[src/rtl/life_automaton_torus_macros.svh]
// Assertion macros used by the top level to check the torus engine.
`ifndef LIFE_AUTOMATON_TORUS_MACROS_SVH
`define LIFE_AUTOMATON_TORUS_MACROS_SVH

// Same-cycle implication on the rising clock, quiet while reset is held.
`define LAT_ASSERT_NOW(label, ante, cons, msg) \
    label: assert property (@(posedge i_clk) disable iff (!i_rst_n) (ante) |-> (cons)) \
        else $error(msg);

// Next-cycle implication on the rising clock, quiet while reset is held.
`define LAT_ASSERT_NEXT(label, ante, cons, msg) \
    label: assert property (@(posedge i_clk) disable iff (!i_rst_n) (ante) |=> (cons)) \
        else $error(msg);

`endif

[src/rtl/lat_pkg.sv]
// Shared types and constants of the toroidal Life engine.
package lat_pkg;

    localparam int MODE_W   = 2;
    localparam int POS_W    = 6;
    localparam int GEN_W    = 16;
    localparam int SIZE_W   = 7;
    localparam int CFG_IDX_W = 1;

    localparam logic [MODE_W-1:0] MODE_WRITE = 2'd0;
    localparam logic [MODE_W-1:0] MODE_RUN   = 2'd1;
    localparam logic [MODE_W-1:0] MODE_READ  = 2'd2;

    localparam logic [CFG_IDX_W-1:0] CFG_ROWS = 1'b0;
    localparam logic [CFG_IDX_W-1:0] CFG_COLS = 1'b1;

    localparam logic [SIZE_W-1:0] ROWS_RESET = 7'd16;
    localparam logic [SIZE_W-1:0] COLS_RESET = 7'd16;

    localparam logic [3:0] BIRTH_COUNT   = 4'd3;
    localparam logic [3:0] SURVIVE_COUNT = 4'd2;

    // Control from the top level to the generation engine.
    typedef struct packed {
        logic start;
        logic src_half;
    } t_gen_ctl;

    // Status from the generation engine.
    typedef struct packed {
        logic busy;
        logic done;
        logic same;
    } t_gen_sts;

endpackage

[src/rtl/lat_gen.sv]
// Generation engine: sweeps the source half through a 3x3 window and writes the other half.
module lat_gen #(
    parameter int MAX_ROWS = 64,
    parameter int MAX_COLS = 64
) (
    input  logic                                 i_clk,
    input  logic                                 i_rst_n,
    input  lat_pkg::t_gen_ctl                    i_ctl,
    input  logic [$clog2(MAX_ROWS+1)-1:0]        i_nr,
    input  logic [$clog2(MAX_COLS+1)-1:0]        i_nc,
    input  logic                                 i_rdata,
    output lat_pkg::t_gen_sts                    o_sts,
    output logic [((MAX_ROWS > 1) ? $clog2(MAX_ROWS) : 1)
                  + ((MAX_COLS > 1) ? $clog2(MAX_COLS) : 1):0] o_raddr,
    output logic                                 o_we,
    output logic [((MAX_ROWS > 1) ? $clog2(MAX_ROWS) : 1)
                  + ((MAX_COLS > 1) ? $clog2(MAX_COLS) : 1):0] o_waddr,
    output logic                                 o_wdata
);
    import lat_pkg::*;

    localparam int RW  = (MAX_ROWS > 1) ? $clog2(MAX_ROWS) : 1;
    localparam int CW  = (MAX_COLS > 1) ? $clog2(MAX_COLS) : 1;
    localparam int RCW = $clog2(MAX_ROWS + 1);
    localparam int CCW = $clog2(MAX_COLS + 1);
    localparam int KW  = $clog2(MAX_COLS + 2);

    localparam logic [1:0] G_IDLE  = 2'd0;
    localparam logic [1:0] G_SWEEP = 2'd1;
    localparam logic [1:0] G_DRAIN = 2'd2;

    localparam logic [1:0] SUB_UP  = 2'd0;
    localparam logic [1:0] SUB_MID = 2'd1;
    localparam logic [1:0] SUB_DN  = 2'd2;

    logic [1:0]    r_state, n_state;
    logic [RW-1:0] r_row, n_row;
    logic [KW-1:0] r_k, n_k;
    logic [1:0]    r_sub, n_sub;
    logic          r_src;
    logic          r_same;

    // Read-return stage.
    logic          r_v1;
    logic [1:0]    r_sub1;
    logic          r_wr1;
    logic [RW-1:0] r_row1;
    logic [CW-1:0] r_col1;
    logic [1:0]    r_buf;

    // Window and update stage.
    logic [2:0]    r_wl, r_wc, r_wr;
    logic          r_v2;
    logic [RW-1:0] r_row2;
    logic [CW-1:0] r_col2;

    logic [RCW-1:0] nr_m1;
    logic [CCW-1:0] nc_m1;
    logic [KW-1:0]  k_last;
    logic           row_last;
    logic [RW-1:0]  row_up, row_dn, row_sel;
    logic [CW-1:0]  col_sel;
    logic [3:0]     nbr;
    logic           self_bit;
    logic           next_bit;

    always_comb begin
        nr_m1    = i_nr - RCW'(1);
        nc_m1    = i_nc - CCW'(1);
        k_last   = KW'(i_nc) + KW'(1);
        row_last = (RCW'(r_row) == nr_m1);
        row_up   = (r_row == '0) ? RW'(nr_m1) : r_row - RW'(1);
        row_dn   = row_last ? '0 : r_row + RW'(1);
        unique case (r_sub)
            SUB_UP:  row_sel = row_up;
            SUB_MID: row_sel = r_row;
            default: row_sel = row_dn;
        endcase
        // Column walk: left wrap, then every column, then right wrap.
        priority if (r_k == '0) begin
            col_sel = CW'(nc_m1);
        end else if (r_k == k_last) begin
            col_sel = '0;
        end else begin
            col_sel = CW'(r_k - KW'(1));
        end
    end

    assign o_raddr = {r_src, row_sel, col_sel};

    always_comb begin
        n_state = r_state;
        n_row   = r_row;
        n_k     = r_k;
        n_sub   = r_sub;
        unique case (r_state)
            G_IDLE: begin
                if (i_ctl.start) begin
                    n_state = G_SWEEP;
                    n_row   = '0;
                    n_k     = '0;
                    n_sub   = SUB_UP;
                end
            end
            G_SWEEP: begin
                if (r_sub == SUB_DN) begin
                    n_sub = SUB_UP;
                    if (r_k == k_last) begin
                        n_k = '0;
                        if (row_last) begin
                            n_state = G_DRAIN;
                        end else begin
                            n_row = r_row + RW'(1);
                        end
                    end else begin
                        n_k = r_k + KW'(1);
                    end
                end else begin
                    n_sub = r_sub + 2'd1;
                end
            end
            G_DRAIN: begin
                if (!r_v1 && !r_v2) begin
                    n_state = G_IDLE;
                end
            end
            default: n_state = G_IDLE;
        endcase
    end

    always_comb begin
        nbr = 4'(r_wl[0]) + 4'(r_wl[1]) + 4'(r_wl[2]) + 4'(r_wc[0]) + 4'(r_wc[2])
            + 4'(r_wr[0]) + 4'(r_wr[1]) + 4'(r_wr[2]);
        self_bit = r_wc[1];
        next_bit = (nbr == BIRTH_COUNT) || (self_bit && (nbr == SURVIVE_COUNT));
    end

    assign o_we    = r_v2;
    assign o_waddr = {~r_src, r_row2, r_col2};
    assign o_wdata = next_bit;

    always_ff @(posedge i_clk) begin
        if (!i_rst_n) begin
            r_state <= G_IDLE;
            r_v1    <= 1'b0;
            r_v2    <= 1'b0;
            r_same  <= 1'b1;
        end else begin
            r_state <= n_state;
            r_v1    <= (r_state == G_SWEEP);
            r_v2    <= r_v1 && (r_sub1 == SUB_DN) && r_wr1;
            if (r_state == G_IDLE && i_ctl.start) begin
                r_same <= 1'b1;
            end else if (r_v2) begin
                r_same <= r_same && (next_bit == self_bit);
            end
        end
    end

    always_ff @(posedge i_clk) begin
        r_row <= n_row;
        r_k   <= n_k;
        r_sub <= n_sub;
        if (r_state == G_IDLE && i_ctl.start) begin
            r_src <= i_ctl.src_half;
        end
        // Tag the read in flight.
        r_sub1 <= r_sub;
        r_wr1  <= (r_k >= KW'(2));
        r_row1 <= r_row;
        r_col1 <= CW'(r_k - KW'(2));
        // Assemble the column and shift it into the window.
        if (r_v1) begin
            unique case (r_sub1)
                SUB_UP:  r_buf[0] <= i_rdata;
                SUB_MID: r_buf[1] <= i_rdata;
                default: begin
                    r_wl <= r_wc;
                    r_wc <= r_wr;
                    r_wr <= {i_rdata, r_buf[1], r_buf[0]};
                end
            endcase
        end
        r_row2 <= r_row1;
        r_col2 <= r_col1;
    end

    assign o_sts.busy = (r_state != G_IDLE);
    assign o_sts.done = (r_state == G_DRAIN) && !r_v1 && !r_v2;
    assign o_sts.same = r_same;
endmodule

[config.mk]
export PLATFORM = sky130hd
export DESIGN_NAME = lat_gen
export DESIGN_NICKNAME = d
export VERILOG_FILES = /design/src/rtl/life_automaton_torus_macros.svh /design/src/rtl/lat_pkg.sv /design/src/rtl/lat_gen.sv
export SDC_FILE = /design/constraint.sdc
export NUM_CORES = 1
export LEC_CHECK = 0
export BUFFER_PORTS_ARGS = -buffer_cell sky130_fd_sc_hd__buf_2
export CAP_MARGIN = 20
export CORE_MARGIN = 2
export CORE_UTILIZATION = 55
export DETAILED_ROUTE_END_ITERATION = 8
export PLACE_DENSITY_LB_ADDON = 0.15
export SLEW_MARGIN = 25
export SYNTH_ARGS = -nofsm -noshare
export SYNTH_HDL_FRONTEND = slang
export SYNTH_SLANG_ARGS = --single-unit
export TNS_END_PERCENT = 1
[constraint.sdc]
create_clock -name i_clk -period 4.3 [get_ports i_clk]
set_clock_uncertainty 0.05 [all_clocks]
set_input_delay 0.43 -clock i_clk [delete_from_list [all_inputs] [get_ports i_clk]]
set_output_delay 0.43 -clock i_clk [all_outputs]
set_load 0.02 [all_outputs]
==> results.ini, run 1 <==
[sta]
finalMaxSlewViolations=0
tns_ns=0
period_needed_ns=3.93
max-slew-margin-rel=0.574
grt_setup_unrepaired=false
tightest_slew_ns=0.637
setup_viol=0
fmax_ghz=0.254
finalHoldViolCount=0
final.period_utilization=0.915

[critical_path]
r2r_slack_ns=0.89
worstPathMaxFanout=2
reg2regPathDepth=12
cp-start-kind=register
cp_slowest_cell=fa_1
reg2reg_from=r_wl[0]$_DFFE_PP_
crit_end=o_wdata
cp.required_ns=3.82
end_kind=primary output
path_class=register to primary output
r2r-end=r_same$_SDFFE_PP1P_
cpMostUsedCell=fa_1
crit_start=r_wl[0]$_DFFE_PP_
cp_slowest_stage_delay_ns=0.56
worstPathCellList=inv_1 -> fa_1 -> fa_1 -> fa_1 -> inv_1 -> ha_1 -> fa_1 -> and3_1 -> o21ai_0 -> nor2_1 -> buf_2
arrival_ns=3.45

[synthesis]
netlist_area_sq_mm=0.00331
synth_edf_count=27
ys_top_cells_by_area=edfxtp_1, dfxtp_1, ha_1, xor2_1, xnor2_1
synth_commonest_cells=inv_1, dfxtp_1, nor2_1
avgSynthCellArea_sq_um=9.95
synth_fp_nets=374
yosys.area_share.simple=0.177
async_flop_share=0
yosysTopAreaCell=edfxtp_1
synth-seq-cells=59
synth_mux_area_frac=0.0155
synthXorXnorAreaFrac=0.0948
synth_top_family_by_area=simple AND/OR/NAND/NOR gates
synth.most_common_cell=inv_1
synthAdderAreaFrac=0.0922
synth_cell_type_count=62
ys_warn_count=0
synth_seq_area_share=0.438
synth_compound_area_frac=0.110
synth.top_cell.area_share=0.245
ys.flop_type=dfxtp_1
syn_inst=333

[global_routing]
overflow=0
antenna_found_initial=0
grt_max_degree=14
grt_pass1_vias=2172
grt.busiest_layer=met2
grtUsageMet1=0.266
use_met2=0.308
grt_first_pass_wirelength_mm=9.98
grt_usage=0.196
globalRouteMet3Util=0.0440

[detailed_routing]
wl_per_cell_microns=13.4
wirelength_mm=6.03
vias=2381
drt_iter0_markers=138
antenna_left=0
vias_per_cell=5.28
drtPass1Iterations=4
remaining_drc_errors=0

[run]
cap_violations=0

[power]
p_per_area_mw_per_mm2=401
p_leak_nw=1.59
peakVddDrop_uv=258

[clocking]
cts_root_buf=clkbuf_8
cts.path.max_buffers=2
hold_buffers=0
insertion_delay_ns=0.32
clk_pin_slew_worst_paths_ns=0.06
postCtsSetupRepairBufs=0
cts_max_level=3
cts.sinks=59
cts_tree=built
cts_resized=0
numCtsBuffers=9

[floorplan]
dieArea_sq_mm=0.00666
die_y_microns=81.6
core_area_sq_mm=0.00589
initial_utilization=0.563
die_w_microns=81.6
pin_count=50
rows=28

[placement]
port-buffer-count=49
dp_hpwl_mm=4.47
place_area_sq_mm=0.00354
gp_congestion=0.840

[finish]
area_growth_pct=12.5
num_antenna_cells=0
nets=412
drive_gt1_frac=0.202
fin_area_sq_mm=0.00373

[worst_hold_path]
hold_class=input pin to register

[run_status]
status=finished, final reports clean

[cell usage in the layout (no fill, tap or decap), drive strengths merged, types with 5 or more instances in the layout]
| master | synthesis | routed |
|---|---|---|
| nand2 | 20 | 20 |
| o21ai | 7 | 7 |
| nand3 | 9 | 9 |
| ha | 18 | 18 |
| nand2b | 10 | 10 |
| xnor2 | 17 | 17 |
| and3 | 5 | 5 |
| nor3 | 8 | 8 |
| edfxtp | 27 | 27 |
| clkbuf | 11 | 13 |
| dfxtp | 32 | 32 |
| buf | 11 | 49 |
| xor2 | 18 | 18 |
| inv | 33 | 35 |
| a21oi | 6 | 6 |
| o22ai | 7 | 7 |
| nor2 | 32 | 32 |
[kinds of logic (layout without fill, tap and decap cells)]
family | count (synthesis) | in the layout
buf+inv | 56 | 99
compound gates | 47 | 47
simple gates | 109 | 109
flops | 59 | 59
mux | 5 | 5
xor+xnor | 35 | 35
fa+ha+maj | 22 | 22
[sequential cells by signal (all words and copies together) (netlist names), 2 cells and up]
signal / count
r_buf: 2
r_col1: 6
r_col2: 6
r_k: 7
r_row: 6
r_row1: 6
r_row2: 6
r_state: 2
r_sub: 2
r_sub1: 2
r_wc: 3
r_wl: 3
r_wr: 3
[through the flow]
step	std cells	util	worst slack, ns	power, mW	hold slack, ns
6_report	451	0.633	0.367	1.49	0.239
4_1_cts	451	0.633	0.328	1.51	0.225
2_1_floorplan	333	-	0.871	0.945	0.260
3_3_place_gp	435	0.601	0.753	1.03	0.260
3_5_place_dp	435	0.601	0.677	1.04	0.262
5_1_grt	451	0.633	0.179	1.58	0.224
[power by group]
| part | leakage, nW | internal, mW | total (mW) | switching [mW] |
|---|---|---|---|---|
| combinational | 0.965 | 0.133 | 0.334 | 0.200 |
| sequential | 0.527 | 0.645 | 0.693 | 0.0477 |
| clock | 0.0994 | 0.260 | 0.468 | 0.208 |
| total | 1.59 | 1.04 | 1.49 | 0.455 |
[worst min path at each step]
stage | startpoint | endpoint | slack (ns) | depth (start not counted)
2_1_floorplan | r_col1[0]$_DFF_P_ | r_col2[0]$_DFF_P_ | 0.26 | 0
3_3_place_gp | r_row1[5]$_DFF_P_ | r_row2[5]$_DFF_P_ | 0.26 | 0
3_5_place_dp | r_col1[2]$_DFF_P_ | r_col2[2]$_DFF_P_ | 0.26 | 0
4_1_cts | i_ctl[0] | r_src$_DFFE_PP_ | 0.22 | 1
5_1_grt | i_ctl[0] | r_src$_DFFE_PP_ | 0.22 | 1
6_report | i_ctl[0] | r_src$_DFFE_PP_ | 0.24 | 1
[area by class of cell]
| type | instances | area (sq um) |
|---|---|---|
| fillers | 526 | 2160 |
| clock buffers | 13 | 170 |
| flip-flops and latches | 59 | 1450 |
| multi-input cells | 218 | 1620 |
| clock inverters | 3 | 17.5 |
| well taps | 75 | 93.8 |
| inverters | 34 | 128 |
| repair buffers | 49 | 245 |
[layer usage]
metal | share of wire | routed length [microns]
met2 | 0.46 | 2750
met4 | 0.013 | 77
met3 | 0.035 | 209
met1 | 0.50 | 2990
met5 | 0 | 0
[critical path: cells and delay by family (launching register included)]
family | cells | cell delay (ns)
compound gates | 1 | 0.26
fa+ha+maj | 5 | 2.05
buf+inv | 3 | 0.25
flops | 1 | 0.32
simple gates | 2 | 0.25
No activity file was read; power rests on OpenSTA's default activity.
==> inputs of run 2 (changes only) <==
--- a/config.mk
+++ b/config.mk
@@ -8,7 +8,7 @@
 export BUFFER_PORTS_ARGS = -buffer_cell sky130_fd_sc_hd__buf_2
 export CAP_MARGIN = 20
 export CORE_MARGIN = 2
-export CORE_UTILIZATION = 55
+export CORE_UTILIZATION = 40
 export DETAILED_ROUTE_END_ITERATION = 8
 export PLACE_DENSITY_LB_ADDON = 0.15
 export SLEW_MARGIN = 25
==> constraint.sdc (replaced) <==
create_clock -name i_clk -period 4.97 [get_ports i_clk]
set_clock_uncertainty 0.05 [all_clocks]
set_input_delay 0.497 -clock i_clk [delete_from_list [all_inputs] [get_ports i_clk]]
set_output_delay 0.497 -clock i_clk [all_outputs]
set_load 0.02 [all_outputs]
==> run 2 against run 1 <==
Effect of this change: combinational power fell by 14%; clock power fell by 21%; die area rose by 36%; sequential power fell by 13%; first-iteration DRC count fell by 40%; final cell count rose by 6.7%; clock-buffer cell count fell by 2; setup slack improved by 0.59 ns; critical path depth did not move; routed wire length rose by 1.7%; flip-flop and latch count did not move; non-clock buffer count did not move; critical path type unchanged; critical endpoint unchanged; largest cell class unchanged; highest routed layer unchanged.
==> results.ini, run 2 (synthesized netlist as in run 1, its figures left out) <==
[clocking]
insertion_delay_ns=0.33  ; about the same
hold_buffers=0  ; unchanged
numCtsBuffers=9  ; unchanged
cts.sinks=59  ; unchanged
postCtsSetupRepairBufs=0  ; unchanged
cts_tree=built
cts_root_buf=clkbuf_8
cts.path.max_buffers=2  ; unchanged
cts_resized=0  ; unchanged
clk_pin_slew_worst_paths_ns=0.06  ; about the same
cts_max_level=3  ; unchanged

[sta]
finalHoldViolCount=0  ; unchanged
tightest_slew_ns=0.629  ; -0.00835 ns
fmax_ghz=0.249
tns_ns=0  ; unchanged
grt_setup_unrepaired=false
final.period_utilization=0.807
max-slew-margin-rel=0.579  ; +0.00558
finalMaxSlewViolations=0  ; unchanged
period_needed_ns=4.01
setup_viol=0  ; unchanged

[power]
p_leak_nw=1.57  ; -1.0%
switching_share=0.312  ; +0.00738
power_mw=1.26  ; -16%
p_sw_mw=0.392  ; -14%
p_seq_frac=0.478  ; +0.014
pwr-share-clk=0.293  ; -0.020
p_int_mw=0.864  ; -17%
power_frac_comb=0.229  ; +0.006
p_per_area_mw_per_mm2=335  ; -16%
peakVddDrop_uv=134  ; -48%

[placement]
port-buffer-count=49  ; unchanged
dp_hpwl_mm=4.67  ; +4.4%
gp_congestion=0.848  ; +0.93%
dp.cells=465  ; +6.9%

[finish]
regMostFlops=r_k
final.fill_count=815  ; +55%
ff_latch_area_sq_mm=0.00145  ; unchanged
final_common_cell=buf_2
multi_input_area_sq_mm=0.00162  ; unchanged
final_cells=481  ; +6.7%
num_antenna_cells=0  ; unchanged
drive_gt1_frac=0.202  ; unchanged
nets=412  ; unchanged
area_growth_pct=13.1
largest_register_ffs=7  ; unchanged
most-common-layout-cells=buf_2, inv_1, nor2_1, dfxtp_1, edfxtp_1

[floorplan]
pin_count=50  ; unchanged
rows=33  ; +18%
core_area_sq_mm=0.00813  ; +38%
die_y_microns=95.0  ; +16%
die_w_microns=95.0  ; +16%
initial_utilization=0.407  ; -0.156
dieArea_sq_mm=0.00902  ; +36%

[detailed_routing]
wl_per_cell_microns=12.7  ; -4.7%
drtPass1Iterations=4  ; unchanged
remaining_drc_errors=0  ; unchanged
drt_iter0_markers=83  ; -40%
vias=2353  ; -1.2%
antenna_left=0  ; unchanged
vias_per_cell=4.89  ; -7.3%
wirelength_mm=6.13  ; +1.7%

[critical_path]
cp_slowest_cell=fa_1
worstPathMaxFanout=2  ; unchanged
path_class=register to primary output
cp_slowest_stage_delay_ns=0.55  ; about the same
cpMostUsedCell=fa_1
arrival_ns=3.46  ; about the same
worstPathCellList=inv_1 -> fa_1 -> fa_1 -> fa_1 -> inv_1 -> ha_1 -> fa_1 -> and3_1 -> o21ai_0 -> nor2_1 -> buf_2
reg2regPathDepth=12  ; unchanged
cp.required_ns=4.42  ; +0.60 ns
end_kind=primary output
cp-start-kind=register

[global_routing]
antenna_found_initial=0  ; unchanged
grt_max_degree=14  ; unchanged
grt_first_pass_wirelength_mm=10.3  ; +3.1%
overflow=0  ; unchanged
grt_usage=0.147  ; -0.0484
grt_pass1_vias=2235  ; +2.9%

[run_status]
status=finished, final reports clean

[run]
cap_violations=0  ; unchanged

[worst_hold_path]
hold_class=register to register
holdPathStages=0  ; -1

-- run 2: cell count changes in the layout (fill, tap and decap cells not counted), sizes merged --
cell      previous run  this run
clkinvlp             0         2
inv                 35        33
clkinv               2         4
clkbuf              13        11
-- run 2: power by group through the flow --
| stage | clock network, mW | logic, mW | registers, mW |
|---|---|---|---|
| 6_report | 0.368 | 0.288 | 0.600 |
| 3_5_place_dp | 0 | 0.289 | 0.611 |
| 3_3_place_gp | 0 | 0.287 | 0.610 |
| 2_1_floorplan | 0 | 0.217 | 0.601 |
| 5_1_grt | 0.406 | 0.322 | 0.608 |
| 4_1_cts | 0.381 | 0.291 | 0.601 |
-- run 2: final timing paths --
path / slack (ns) / start / to
max: 0.96 / r_wl[0]$_DFFE_PP_ / o_wdata
min: 0.28 / r_row1[0]$_DFF_P_ / r_row2[0]$_DFF_P_
max reg2reg: 1.54 / r_wl[0]$_DFFE_PP_ / r_same$_SDFFE_PP1P_
min reg2reg: 0.28 / r_row1[0]$_DFF_P_ / r_row2[0]$_DFF_P_
-- run 2: area by class of cell --
cell class / count / share of cell area
Clock buffer: 11 / 0.0377
Clock inverter: 5 / 0.00768
Inverter: 34 / 0.0341
Multi-Input combinational cell: 218 / 0.433
Sequential cell: 59 / 0.387
Tap cell: 105 / 0.0351
Timing Repair Buffer: 49 / 0.0655
-- run 2: critical path: cells and delay by family, from the launching register on --
| kind | cells | cell delay (ns) |
|---|---|---|
| DFF | 1 | 0.33 |
| AOI/OAI and AO/OA | 1 | 0.27 |
| buffers and inverters | 3 | 0.25 |
| and+or+nand+nor | 2 | 0.25 |
| adders and majority gates | 5 | 2.04 |
-- run 2: per-stage QoR --
stage / utilization / hold WS [ns] / setup WS [ns] / area, sq um
after global placement: 0.440 / 0.260 / 1.35 / 3580
after CTS: 0.461 / 0.277 / 0.915 / 3750
final: 0.461 / 0.276 / 0.961 / 3750
after detailed placement: 0.440 / 0.262 / 1.27 / 3580
after global routing: 0.461 / 0.283 / 0.783 / 3750
after floorplan: - / 0.260 / 1.47 / 3310
-- run 2: layer usage --
| metal | global-route usage | vias up | wire (microns) |
|---|---|---|---|
| met2 | 0.229 | 57 | 2740 |
| met3 | 0.0439 | 9 | 340 |
| met1 | 0.198 | 1068 | 2980 |
| met5 | 0 | - | 0 |
| li1 | - | 1219 | - |
| met4 | 0.0447 | 0 | 64 |
